`config.mk`:
```
export PLATFORM = sky130hd
export DESIGN_NAME = dictionary_five_bit_packer_core
export DESIGN_NICKNAME = d
export VERILOG_FILES = /design/src/dfbp_pkg.sv /design/src/dfbp_front.sv /design/src/dfbp_queue.sv /design/src/dfbp_back.sv /design/src/dictionary_five_bit_packer_core.sv
export SDC_FILE = /design/constraint.sdc
export NUM_CORES = 1
export LEC_CHECK = 0
export BUFFER_PORTS_ARGS = -buffer_cell sky130_fd_sc_hd__buf_4
export CORE_MARGIN = 3
export CORE_UTILIZATION = 60
export DETAILED_ROUTE_END_ITERATION = 7
export PLACE_DENSITY = 0.86
export SYNTH_ARGS = -nofsm -noshare
export SYNTH_HDL_FRONTEND = slang
export SYNTH_HIERARCHICAL = 1
export SYNTH_SLANG_ARGS = --single-unit
```
`constraint.sdc`:
```
create_clock -name i_clk -period 11.5 [get_ports i_clk]
set_input_delay 0.575 -clock i_clk [delete_from_list [all_inputs] [get_ports i_clk]]
set_output_delay 0.575 -clock i_clk [all_outputs]
set_load 0.01 [all_outputs]
```
`src/dfbp_pkg.sv`:
```
`default_nettype none
// ----------------------------------------------------------------------------
// dfbp_pkg
// Shared types and constants of the five-bit dictionary packer.
// ----------------------------------------------------------------------------
package dfbp_pkg;

    localparam int CODE_W      = 5;
    localparam int DICT_SIZE   = 31;
    localparam int SLOTS       = 8;
    localparam int SLOT_W      = 3;
    localparam int GROUP_W     = 40;
    localparam int GROUP_BYTES = 5;
    localparam int CNT_W       = 3;
    localparam int BYTE_W      = 8;
    localparam int CFG_IDX_W   = 3;
    localparam int CFG_DATA_W  = 64;
    localparam int DICT_WORDS  = 4;

    localparam logic [CODE_W-1:0] END_MARKER = 5'd31;

    typedef enum logic [CFG_IDX_W-1:0] {
        CFG_DICT_LEN   = 3'd0,
        CFG_CHARS_LO   = 3'd1,
        CFG_CHARS_MID  = 3'd2,
        CFG_CHARS_HIGH = 3'd3,
        CFG_CHARS_TOP  = 3'd4
    } t_cfg_index;

    typedef logic [DICT_WORDS-1:0][CFG_DATA_W-1:0] t_dict_words;

    // one flush or full group, as handed from the packer to the serializer
    typedef struct packed {
        logic [GROUP_W-1:0] group;
        logic [CNT_W-1:0]   count;
        logic               stream_end;
    } t_burst;

    // bytes needed to cover slots 0..slot, i.e. ceil(5*(slot+1)/8)
    function automatic logic [CNT_W-1:0] flush_count(input logic [SLOT_W-1:0] slot);
        logic [CNT_W-1:0] cnt;
        case (slot)
            3'd0:    cnt = 3'd1;
            3'd1:    cnt = 3'd2;
            3'd2:    cnt = 3'd2;
            3'd3:    cnt = 3'd3;
            3'd4:    cnt = 3'd4;
            3'd5:    cnt = 3'd4;
            3'd6:    cnt = 3'd5;
            default: cnt = 3'd5;
        endcase
        return cnt;
    endfunction

endpackage
`default_nettype wire

```
`src/dfbp_front.sv`:
```
`default_nettype none
// ----------------------------------------------------------------------------
// dfbp_front
// Dictionary lookup and code packing. Stage A registers the match vector,
// stage B encodes it, fills the 40-bit group and queues finished bursts.
// ----------------------------------------------------------------------------
module dfbp_front
    import dfbp_pkg::*;
(
    input  wire logic              i_clk,
    input  wire logic              i_rst_n,
    input  wire logic [CODE_W-1:0] i_dict_len,
    input  wire t_dict_words       i_dict_words,
    input  wire logic              i_valid,
    output logic                   o_ready,
    input  wire logic [BYTE_W-1:0] i_data_byte,
    input  wire logic              i_stream_last,
    output logic                   o_push,
    output t_burst                 o_burst,
    input  wire logic              i_full
);

    logic [DICT_SIZE-1:0] w_match;
    logic                 r_a_valid;
    logic [DICT_SIZE-1:0] r_a_match;
    logic                 r_a_last;
    logic [SLOT_W-1:0]    r_slot;
    logic [GROUP_W-1:0]   r_group;
    logic [GROUP_W-1:0]   n_group;
    logic [CODE_W-1:0]    w_code;
    logic                 w_need_push;
    logic                 w_b_adv;

    for (genvar k = 0; k < DICT_SIZE; k++) begin : g_cmp
        assign w_match[k] = (i_dict_words[k >> 3][(k & 7) * BYTE_W +: BYTE_W] == i_data_byte)
                          && (CODE_W'(k) < i_dict_len);
    end

    // lowest matching position wins; end marker overrides on the final item
    always_comb begin
        w_code = i_dict_len;
        for (int k = DICT_SIZE - 1; k >= 0; k--) begin
            if (r_a_match[k]) begin
                w_code = CODE_W'(k);
            end
        end
        if (r_a_last) begin
            w_code = END_MARKER;
        end
    end

    always_comb begin
        n_group = r_group;
        for (int s = 0; s < SLOTS; s++) begin
            if (r_slot == SLOT_W'(s)) begin
                n_group[GROUP_W - 1 - CODE_W * s -: CODE_W] = w_code;
            end
        end
    end

    assign w_need_push = r_a_last || (r_slot == SLOT_W'(SLOTS - 1));
    assign w_b_adv     = r_a_valid && (!w_need_push || !i_full);
    assign o_ready     = !r_a_valid || w_b_adv;
    assign o_push      = w_b_adv && w_need_push;

    assign o_burst.group      = n_group;
    assign o_burst.count      = r_a_last ? flush_count(r_slot) : CNT_W'(GROUP_BYTES);
    assign o_burst.stream_end = r_a_last;

    always_ff @(posedge i_clk) begin
        if (!i_rst_n) begin
            r_a_valid <= 1'b0;
            r_slot    <= '0;
            r_group   <= '0;
        end else begin
            if (o_ready) begin
                r_a_valid <= i_valid;
            end
            if (w_b_adv) begin
                if (w_need_push) begin
                    r_slot  <= '0;
                    r_group <= '0;
                end else begin
                    r_slot  <= r_slot + SLOT_W'(1);
                    r_group <= n_group;
                end
            end
        end
    end

    always_ff @(posedge i_clk) begin
        if (i_valid && o_ready) begin
            r_a_match <= w_match;
            r_a_last  <= i_stream_last;
        end
    end

endmodule
`default_nettype wire

```
`src/dfbp_queue.sv`:
```
`default_nettype none
// ----------------------------------------------------------------------------
// dfbp_queue
// Small burst queue between the packer and the byte serializer.
// ----------------------------------------------------------------------------
module dfbp_queue
    import dfbp_pkg::*;
#(
    parameter int DEPTH = 4
)
(
    input  wire logic   i_clk,
    input  wire logic   i_rst_n,
    input  wire logic   i_push,
    input  wire t_burst i_push_data,
    output logic        o_full,
    input  wire logic   i_pop,
    output t_burst      o_pop_data,
    output logic        o_empty
);

    localparam int AW = (DEPTH > 1) ? $clog2(DEPTH) : 1;
    localparam int CW = $clog2(DEPTH + 1);

    t_burst          r_mem [DEPTH];
    logic [AW-1:0]   r_wr_ptr;
    logic [AW-1:0]   r_rd_ptr;
    logic [CW-1:0]   r_count;

    assign o_full     = (r_count == CW'(DEPTH));
    assign o_empty    = (r_count == '0);
    assign o_pop_data = r_mem[r_rd_ptr];

    always_ff @(posedge i_clk) begin
        if (!i_rst_n) begin
            r_wr_ptr <= '0;
            r_rd_ptr <= '0;
            r_count  <= '0;
        end else begin
            if (i_push) begin
                r_wr_ptr <= (r_wr_ptr == AW'(DEPTH - 1)) ? '0 : r_wr_ptr + AW'(1);
            end
            if (i_pop) begin
                r_rd_ptr <= (r_rd_ptr == AW'(DEPTH - 1)) ? '0 : r_rd_ptr + AW'(1);
            end
            if (i_push && !i_pop) begin
                r_count <= r_count + CW'(1);
            end else if (i_pop && !i_push) begin
                r_count <= r_count - CW'(1);
            end
        end
    end

    always_ff @(posedge i_clk) begin
        if (i_push) begin
            r_mem[r_wr_ptr] <= i_push_data;
        end
    end

endmodule
`default_nettype wire

```
`src/dfbp_back.sv`:
```
`default_nettype none
// ----------------------------------------------------------------------------
// dfbp_back
// Byte serializer: takes bursts from the queue and sends them MSB byte first
// through a registered output stage.
// ----------------------------------------------------------------------------
module dfbp_back
    import dfbp_pkg::*;
(
    input  wire logic              i_clk,
    input  wire logic              i_rst_n,
    input  wire logic              i_empty,
    output logic                   o_pop,
    input  wire t_burst            i_burst,
    output logic                   o_valid,
    input  wire logic              i_ready,
    output logic [BYTE_W-1:0]      o_data,
    output logic                   o_last,
    output logic                   o_end
);

    logic [GROUP_W-1:0] r_cur;
    logic [CNT_W-1:0]   r_left;
    logic               r_end;
    logic               r_out_valid;
    logic [BYTE_W-1:0]  r_out_data;
    logic               r_out_last;
    logic               r_out_end;
    logic               w_out_load;
    logic               w_take;
    logic               w_last_byte;

    assign w_out_load  = !r_out_valid || i_ready;
    assign w_take      = w_out_load && (r_left != '0);
    assign w_last_byte = (r_left == CNT_W'(1));
    // refill as the last byte of the current burst leaves, so bursts run gapless
    assign o_pop       = !i_empty && ((r_left == '0) || (w_take && w_last_byte));

    assign o_valid = r_out_valid;
    assign o_data  = r_out_data;
    assign o_last  = r_out_last;
    assign o_end   = r_out_end;

    always_ff @(posedge i_clk) begin
        if (!i_rst_n) begin
            r_left      <= '0;
            r_out_valid <= 1'b0;
        end else begin
            if (o_pop) begin
                r_left <= i_burst.count;
            end else if (w_take) begin
                r_left <= r_left - CNT_W'(1);
            end
            if (w_take) begin
                r_out_valid <= 1'b1;
            end else if (i_ready) begin
                r_out_valid <= 1'b0;
            end
        end
    end

    always_ff @(posedge i_clk) begin
        if (o_pop) begin
            r_cur <= i_burst.group;
            r_end <= i_burst.stream_end;
        end else if (w_take) begin
            r_cur <= {r_cur[GROUP_W-BYTE_W-1:0], BYTE_W'(0)};
        end
        if (w_take) begin
            r_out_data <= r_cur[GROUP_W-1 -: BYTE_W];
            r_out_last <= w_last_byte;
            r_out_end  <= r_end;
        end
    end

endmodule
`default_nettype wire

```
`src/dictionary_five_bit_packer_core.sv`:
```
`default_nettype none
// ----------------------------------------------------------------------------
// dictionary_five_bit_packer_core
// Maps bytes to 5-bit dictionary codes and packs them into a byte stream.
// ----------------------------------------------------------------------------
// Usage:
//   s_axis carries one byte per transaction; tlast marks the final byte of a
//   stream, whose byte is dropped and replaced by the end marker code 31.
//   m_axis carries packed bytes; tlast closes the bytes caused by one input,
//   tuser is set on every byte of an end-of-stream flush. The cfg channel
//   (i_cfg_valid/o_cfg_ready) is always ready and writes dict_len (index 0) and
//   the four dictionary words (indexes 1..4); other indexes are ignored. It
//   must only be written while the block is idle; nothing enforces it.
// Timing:
//   One input transaction per cycle. The first byte of a burst passes stage
//   A, the queue and the serializer's burst and output registers; the rest
//   follow one per cycle. Each group of eight codes yields 5 bytes, a flush
//   1 to 5 bytes. A burst queue of QUEUE_DEPTH entries sits between the
//   packer and the serializer; the input stalls only when it is full.
// Reset:
//   Synchronous, active low; clears the dictionary, the partial group and
//   all queued bursts. When m_axis_tready is low the output byte holds and
//   backpressure reaches s_axis_tready once the queue fills.
// ----------------------------------------------------------------------------
module dictionary_five_bit_packer_core
    import dfbp_pkg::*;
#(
    parameter int QUEUE_DEPTH = 4
)
(
    input  wire logic                  i_clk,
    input  wire logic                  i_rst_n,
    input  wire logic                  s_axis_tvalid,
    output logic                       s_axis_tready,
    input  wire logic [BYTE_W-1:0]     s_axis_tdata,   // [7:0] data_byte
    input  wire logic                  s_axis_tlast,   // stream_last
    output logic                       m_axis_tvalid,
    input  wire logic                  m_axis_tready,
    output logic [BYTE_W-1:0]          m_axis_tdata,   // [7:0] packed_byte
    output logic                       m_axis_tlast,   // burst_last
    output logic                       m_axis_tuser,   // [0] stream_end
    input  wire logic                  i_cfg_valid,
    output logic                       o_cfg_ready,
    input  wire logic [CFG_IDX_W-1:0]  i_cfg_index,
    input  wire logic [CFG_DATA_W-1:0] i_cfg_data
);

    logic [CODE_W-1:0] r_dict_len;
    t_dict_words       r_dict_words;

    logic   q_push;
    logic   q_full;
    logic   q_pop;
    logic   q_empty;
    t_burst q_wr_data;
    t_burst q_rd_data;

    assign o_cfg_ready = 1'b1;

    always_ff @(posedge i_clk) begin
        if (!i_rst_n) begin
            r_dict_len   <= '0;
            r_dict_words <= '0;
        end else if (i_cfg_valid) begin
            case (i_cfg_index)
                CFG_DICT_LEN:   r_dict_len      <= i_cfg_data[CODE_W-1:0];
                CFG_CHARS_LO:   r_dict_words[0] <= i_cfg_data;
                CFG_CHARS_MID:  r_dict_words[1] <= i_cfg_data;
                CFG_CHARS_HIGH: r_dict_words[2] <= i_cfg_data;
                CFG_CHARS_TOP:  r_dict_words[3] <= i_cfg_data;
                default: begin
                end
            endcase
        end
    end

    dfbp_front u_front (
        .i_clk         (i_clk),
        .i_rst_n       (i_rst_n),
        .i_dict_len    (r_dict_len),
        .i_dict_words  (r_dict_words),
        .i_valid       (s_axis_tvalid),
        .o_ready       (s_axis_tready),
        .i_data_byte   (s_axis_tdata),
        .i_stream_last (s_axis_tlast),
        .o_push        (q_push),
        .o_burst       (q_wr_data),
        .i_full        (q_full)
    );

    dfbp_queue #(
        .DEPTH (QUEUE_DEPTH)
    ) u_queue (
        .i_clk       (i_clk),
        .i_rst_n     (i_rst_n),
        .i_push      (q_push),
        .i_push_data (q_wr_data),
        .o_full      (q_full),
        .i_pop       (q_pop),
        .o_pop_data  (q_rd_data),
        .o_empty     (q_empty)
    );

    dfbp_back u_back (
        .i_clk   (i_clk),
        .i_rst_n (i_rst_n),
        .i_empty (q_empty),
        .o_pop   (q_pop),
        .i_burst (q_rd_data),
        .o_valid (m_axis_tvalid),
        .i_ready (m_axis_tready),
        .o_data  (m_axis_tdata),
        .o_last  (m_axis_tlast),
        .o_end   (m_axis_tuser)
    );

`ifndef ASSERT_OFF
    a_no_push_when_full : assert property (@(posedge i_clk) disable iff (!i_rst_n)
        q_push |-> !q_full)
        else $error("burst pushed into full queue");

    a_no_pop_when_empty : assert property (@(posedge i_clk) disable iff (!i_rst_n)
        q_pop |-> !q_empty)
        else $error("burst popped from empty queue");

    a_burst_count_range : assert property (@(posedge i_clk) disable iff (!i_rst_n)
        q_push |-> (q_wr_data.count != '0 && q_wr_data.count <= CNT_W'(GROUP_BYTES)))
        else $error("burst byte count out of range");

    a_full_group_not_end : assert property (@(posedge i_clk) disable iff (!i_rst_n)
        (q_push && q_wr_data.count != CNT_W'(GROUP_BYTES)) |-> q_wr_data.stream_end)
        else $error("short burst without end of stream");
`endif

endmodule
`default_nettype wire

```
Word level (Yosys, flattened, before mapping)

Memories as Yosys holds them, arrays and structs flattened. A register that Yosys moved wholly into a read port is not among the register bits.
Cells that the tools add are included.

Register bits after elaboration: 391
Bits in writable memories: 176
Bits of input ports: 81
Output and inout bits: 13
Word-level logic and storage cells: 228
Memories: 1

Add/subtract/negate cells: 6
$lt $le $gt $ge: 31
Equality and inequality tests: 46
Muxes and demuxes: 58
Reductions and logical operators: 66

Memory list:

| name          | words | width | read ports | clocked after Yosys merged registers in | wr ports | RTL line         | text |
|---|---|---|---|---|---|---|---|
| u_queue.r_mem | 4     | 44    | 1          | 1                                       | 1        | dfbp_queue.sv:25 | `t_burst r_mem [DEPTH];` |

Operators with widths:

| kind                                                                 | number |
|---|---|
| 8-bit == test                                                        | 31 |
| 5-bit two-way mux                                                    | 40 |
| 40-bit two-way mux                                                   | 3 |
| 5-bit < comparator (first input constant)                            | 15 |
| 4-bit by 5-bit < comparator with 1-bit output (first input constant) | 8 |
| 1-bit logical AND                                                    | 39 |
| 3-bit by 5-bit < comparator with 1-bit output (first input constant) | 4 |
| 3-bit == test (second input constant)                                | 6 |
| 3-bit two-way mux                                                    | 6 |
| 3-bit by 2-bit == test with 1-bit output (second input constant)     | 4 |
| 3-bit logical NOT                                                    | 4 |
| 3-bit one-hot mux with 4 select lines                                | 1 |
| 1-bit by 5-bit < comparator with 1-bit output (first input constant) | 2 |
| 2-bit by 5-bit < comparator with 1-bit output (first input constant) | 2 |
| 2-bit AND reduction                                                  | 5 |
| 3-bit by 1-bit == test with 1-bit output (second input constant)     | 3 |
| 2-bit two-way mux                                                    | 4 |
| 1-bit logical NOT                                                    | 7 |
| 3-bit by 1-bit adder with 3-bit output (second input constant)       | 2 |
| 2-bit nonzero test                                                   | 3 |
| 3-bit by 1-bit subtractor with 3-bit output (second input constant)  | 2 |
| 1-bit logical OR                                                     | 5 |
| 2-bit by 1-bit adder with 2-bit output (second input constant)       | 2 |
| 2-bit == test (second input constant)                                | 2 |
| 3 further kinds                                                      | 7 |

Logic depth before layout (Yosys ltp)

Depth in word-level cells: 34
Depth in mapped cells: 13
Depth with buffers taken out: 12

Modules after synthesis

Netlist, hierarchy kept.

By module, submodules not included:

| module                          | instances | cells each | area each (sq um) |
|---|---|---|---|
| dictionary_five_bit_packer_core | 1         | 919        | 9559.2 |
| dfbp_queue                      | 1         | 274        | 6865.3 |
| dfbp_front                      | 1         | 798        | 6587.6 |
| dfbp_back                       | 1         | 131        | 2393.5 |

Worst setup path after synthesis

OpenSTA, ideal clock, no wires.

Path type: reg2reg
Start: reg u_back.r_left[0]
End: reg u_back.r_cur[0], enable pin
Library setup time: 493 ps
Data arrival time: 3680 ps
Required time: 11007 ps
Slack: 7327 ps
Cell stages (with the launch flop): 5
Path buffers: 0
Clock period less this slack: 4173 ps
Cells stage by stage: dfxtp_1 > inv_1 > ha_1 > and2b_1 > o21ai_0

Word-level cells in the longest chain between the ends: 6

Ends and longest elaborated chain:

| item                           | RTL line        | text |
|---|---|---|
| start: declaration             | dfbp_back.sv:23 | `logic [CNT_W-1:0] r_left;` |
| start signal: assignment       | dfbp_back.sv:50 | `r_left <= i_burst.count;` |
| start signal: assignment       | dfbp_back.sv:52 | `r_left <= r_left - CNT_W'(1);` |
| 3-bit nonzero test             | dfbp_back.sv:34 | `assign w_take = w_out_load && (r_left != '0);` |
| 1-bit logical AND              | dfbp_back.sv:34 |  |
| 1-bit logical AND              | dfbp_back.sv:37 | `assign o_pop = !i_empty && ((r_left == '0) \|\| (w_take && w_last_byte));` |
| 1-bit logical OR               | dfbp_back.sv:37 |  |
| 1-bit logical AND              | dfbp_back.sv:37 |  |
| 2-bit nonzero test (no line) * | -               |  |
| end signal: assignment         | dfbp_back.sv:64 | `r_cur <= i_burst.group;` |
| end signal: assignment         | dfbp_back.sv:67 | `r_cur <= {r_cur[GROUP_W-BYTE_W-1:0], BYTE_W'(0)};` |
| end: declaration               | dfbp_back.sv:22 | `logic [GROUP_W-1:0] r_cur;` |

Mark *: on every way between the ends. The rest lies on a longest branch, timed or not.
A chain may end at the register's enable or synchronous reset.

Worst setup path in the final report

Start: reg u_front.r_slot[0]
End: mem u_queue/r_mem[3][31] (netlist name), enable pin

Word-level cells in the longest chain between the ends: 8

Ends and longest elaborated chain:

| item                                      | RTL line                              | text |
|---|---|---|
| start: declaration                        | dfbp_front.sv:27                      | `logic [SLOT_W-1:0] r_slot;` |
| start signal: assignment                  | dfbp_front.sv:84                      | `r_slot <= r_slot + SLOT_W'(1);` |
| 3-bit == test *                           | dfbp_front.sv:61                      | `assign w_need_push = r_a_last \|\| (r_slot == SLOT_W'(SLOTS - 1));` |
| 1-bit logical OR *                        | dfbp_front.sv:61                      |  |
| 1-bit logical NOT                         | dfbp_front.sv:62                      | `assign w_b_adv = r_a_valid && (!w_need_push \|\| !i_full);` |
| 1-bit logical OR                          | dfbp_front.sv:62                      |  |
| 1-bit logical AND                         | dfbp_front.sv:62                      |  |
| 1-bit logical AND *                       | dfbp_front.sv:64                      | `assign o_push = w_b_adv && w_need_push;` |
| via q_push                                | dictionary_five_bit_packer_core.sv:51 | `logic q_push;` |
| 1-bit two-way mux *                       | dfbp_queue.sv:55                      | `if (i_push) begin` |
| 1-bit two-way mux (not written as such) * | dfbp_queue.sv:56                      | `r_mem[r_wr_ptr] <= i_push_data;` |
| end: declaration                          | dfbp_queue.sv:25                      |  |

The timed path passes the listed nets; every way through them passes the cells marked *.

==> run_results.csv <==
group,metric,value,unit
die,die-width,211,µm
global_route,grt-ovfl-total,0,
global_route,grt_max_degree,228,
worst_setup_path,cp_max_fo,44,
placed_design,io_buffers,92,
die,core_area,0.0411,mm²
worst_setup_path,reg2reg_slack,8.03,ns
worst_setup_path,cp-start-kind,"register",
timing,worst_pin_slew,1.24,ns
placed_design,dp.cells,2601,
timing,finalSetupTns,0,ns
timing,fmax,288,MHz
die,die_h,211,µm
layout,final_cell_mix,"382 x nand2_1, 308 x dfxtp_1, 259 x edfxtp_1, 257 x mux2i_1, 164 x xnor2_1",
yosys,mappedNetlistArea,0.0251,mm²
yosys,syn_area_per_cell,12.0,µm²
layout,num_antenna_cells,0,
cts,cts.sinks,569,
die,initial_core_util,61.1,%
cts,cts_setup_buffers,0,
drt,ant_nets,0,
layout,area_growth,10.4,%
drt,dr.pass1.iters,6,
cts,clk-insertion-delay-late,0.59,ns
power_and_ir_drop,ir_drop,0.119,mV
layout,fillers,2904,
yosys,syn_nets,2195,
cts,cts.path.max_buffers,3,
timing,finalSetupViolations,0,
layout,instances_no_fill,2704,
timing,rsz0062_at_grt,"no",
cts,cts_tree,"built",
drt,drt_iter0_drc,1413,
global_route,antenna_found_initial,0,
cts,cts-root-buf,"clkbuf_16",
drt,drc_errors,0,
layout,nets,2223,
worst_setup_path,critical_path_class,"reg2reg",
layout,utilization,67.5,%
global_route,grt_pass1_wl,91.6,mm
yosys,synthCells,2098,
layout,layout-drive-gt1-share,13.9,%
power_and_ir_drop,p_leak,10.8,nW
cts,cts_resized,0,
timing,relSlewSlack,17.1,%
worst_setup_path,cp_data_required_time,11.69,ns
worst_hold_path,holdCritPathClass,"in2reg",
timing,fin_skew,0.0167,ns
die,die-area,0.0444,mm²
drt,wl_per_cell,21.6,µm
run_status,status,"completed",
cts,htreeDepth,2,
placed_design,place_congestion,0.888,
worst_setup_path,end_kind,"register",
timing,min_period,3.47,ns
die,rows,74,
timing,final_hold_viol_count,0,
cts,cts_buffers,55,
drt,viasPerCell,6.03,
worst_setup_path,crit_arrival,3.66,ns
drt,wirelength,58.5,mm
die,pin_count,94,
yosys,yosysWarnings,6,
timing,final_max_slew_viol_count,0,
global_route,grtUsageTotal,26.0,%
timing,fin_crit_sh,30.2,%
run,cap_violations,0,
power_and_ir_drop,p_per_area,181,mW/mm²
layout,layout_commonest_cell,"nand2_1",
cts,postCtsHoldBufs,0,
global_route,grt_pass1_vias,16509,
cts,clk_pin_slew,0.07,ns
drt,vias,16297,
placed_design,dp_hpwl,36.2,mm
-- worst paths after layout --
kind                             startpoint                             end  cells after the start
max          u_front/r_slot[0]$_SDFFE_PN0P_  u_queue/r_mem[3][31]$_DFFE_PP_                      7
min                            s_axis_tlast      u_front/r_a_last$_DFFE_PP_                      1
max reg2reg  u_front/r_slot[0]$_SDFFE_PN0P_  u_queue/r_mem[3][31]$_DFFE_PP_                      7
min reg2reg      u_back/r_cur[34]$_DFFE_PP_      u_back/o_data[2]$_DFFE_PP_                      0
-- where the power goes --
group | switching (W) | leakage (nW) | total [W] | internal, W
logic | 0.000396 | 4.93 | 0.000743 | 0.000346
registers | 0.0000829 | 4.95 | 0.00241 | 0.00232
clock network | 0.000763 | 0.944 | 0.00186 | 0.00110
total | 0.00124 | 10.8 | 0.00501 | 0.00376
-- metrics by stage --
stage	total power (W)	setup slack, ns	hold WS, ns	area [µm²]
2_1_floorplan	0.00300	7.33	0.400	25100
3_3_place_gp	0.00314	8.14	0.407	25800
3_5_place_dp	0.00318	8.09	0.410	25800
4_1_cts	0.00504	8.05	0.178	27700
5_1_grt	0.00516	7.81	0.186	27700
6_report	0.00501	8.03	0.197	27700
-- layout make-up --
type / count / area [µm²] / area share [%]
multi-input combinational: 1369 / 10300 / 37.1
clock buffer: 82 / 1670 / 6.01
timing repair buffer: 106 / 816 / 2.94
sequential: 569 / 14000 / 50.4
tap: 532 / 666 / 2.40
inverter: 25 / 93.8 / 0.338
clock inverter: 21 / 229 / 0.825
-- worst max-delay path: stages (launching register included) --
cell and delay (ns):
dfxtp_1 0.35, ha_1 0.24, ha_1 0.33, or2_2 0.38, nand2_1 0.08, nand2_1 0.16
nor2_1 0.45, and2_2 1.04
-- layer usage --
layer	share of wire [%]	track usage, %	vias to the layer above
met3	6.2	3.48	163
li1	-	-	7426
met1	40	33.5	8032
met2	50	45.4	676
met5	0	0	-
met4	3.6	9.26	0
-- sequential cells by signal (all words and copies together), names as in the netlist, 2 cells and up, named ones only --
signal	count
r_dict_len	5
r_dict_words	248
u_back/o_data	8
u_back/r_cur	40
u_back/r_left	3
u_front/r_a_match	31
u_front/r_group	40
u_front/r_slot	3
u_queue/r_count	3
u_queue/r_mem	176
u_queue/r_rd_ptr	2
u_queue/r_wr_ptr	2
Note: power is estimated with default switching activity, not from simulation.
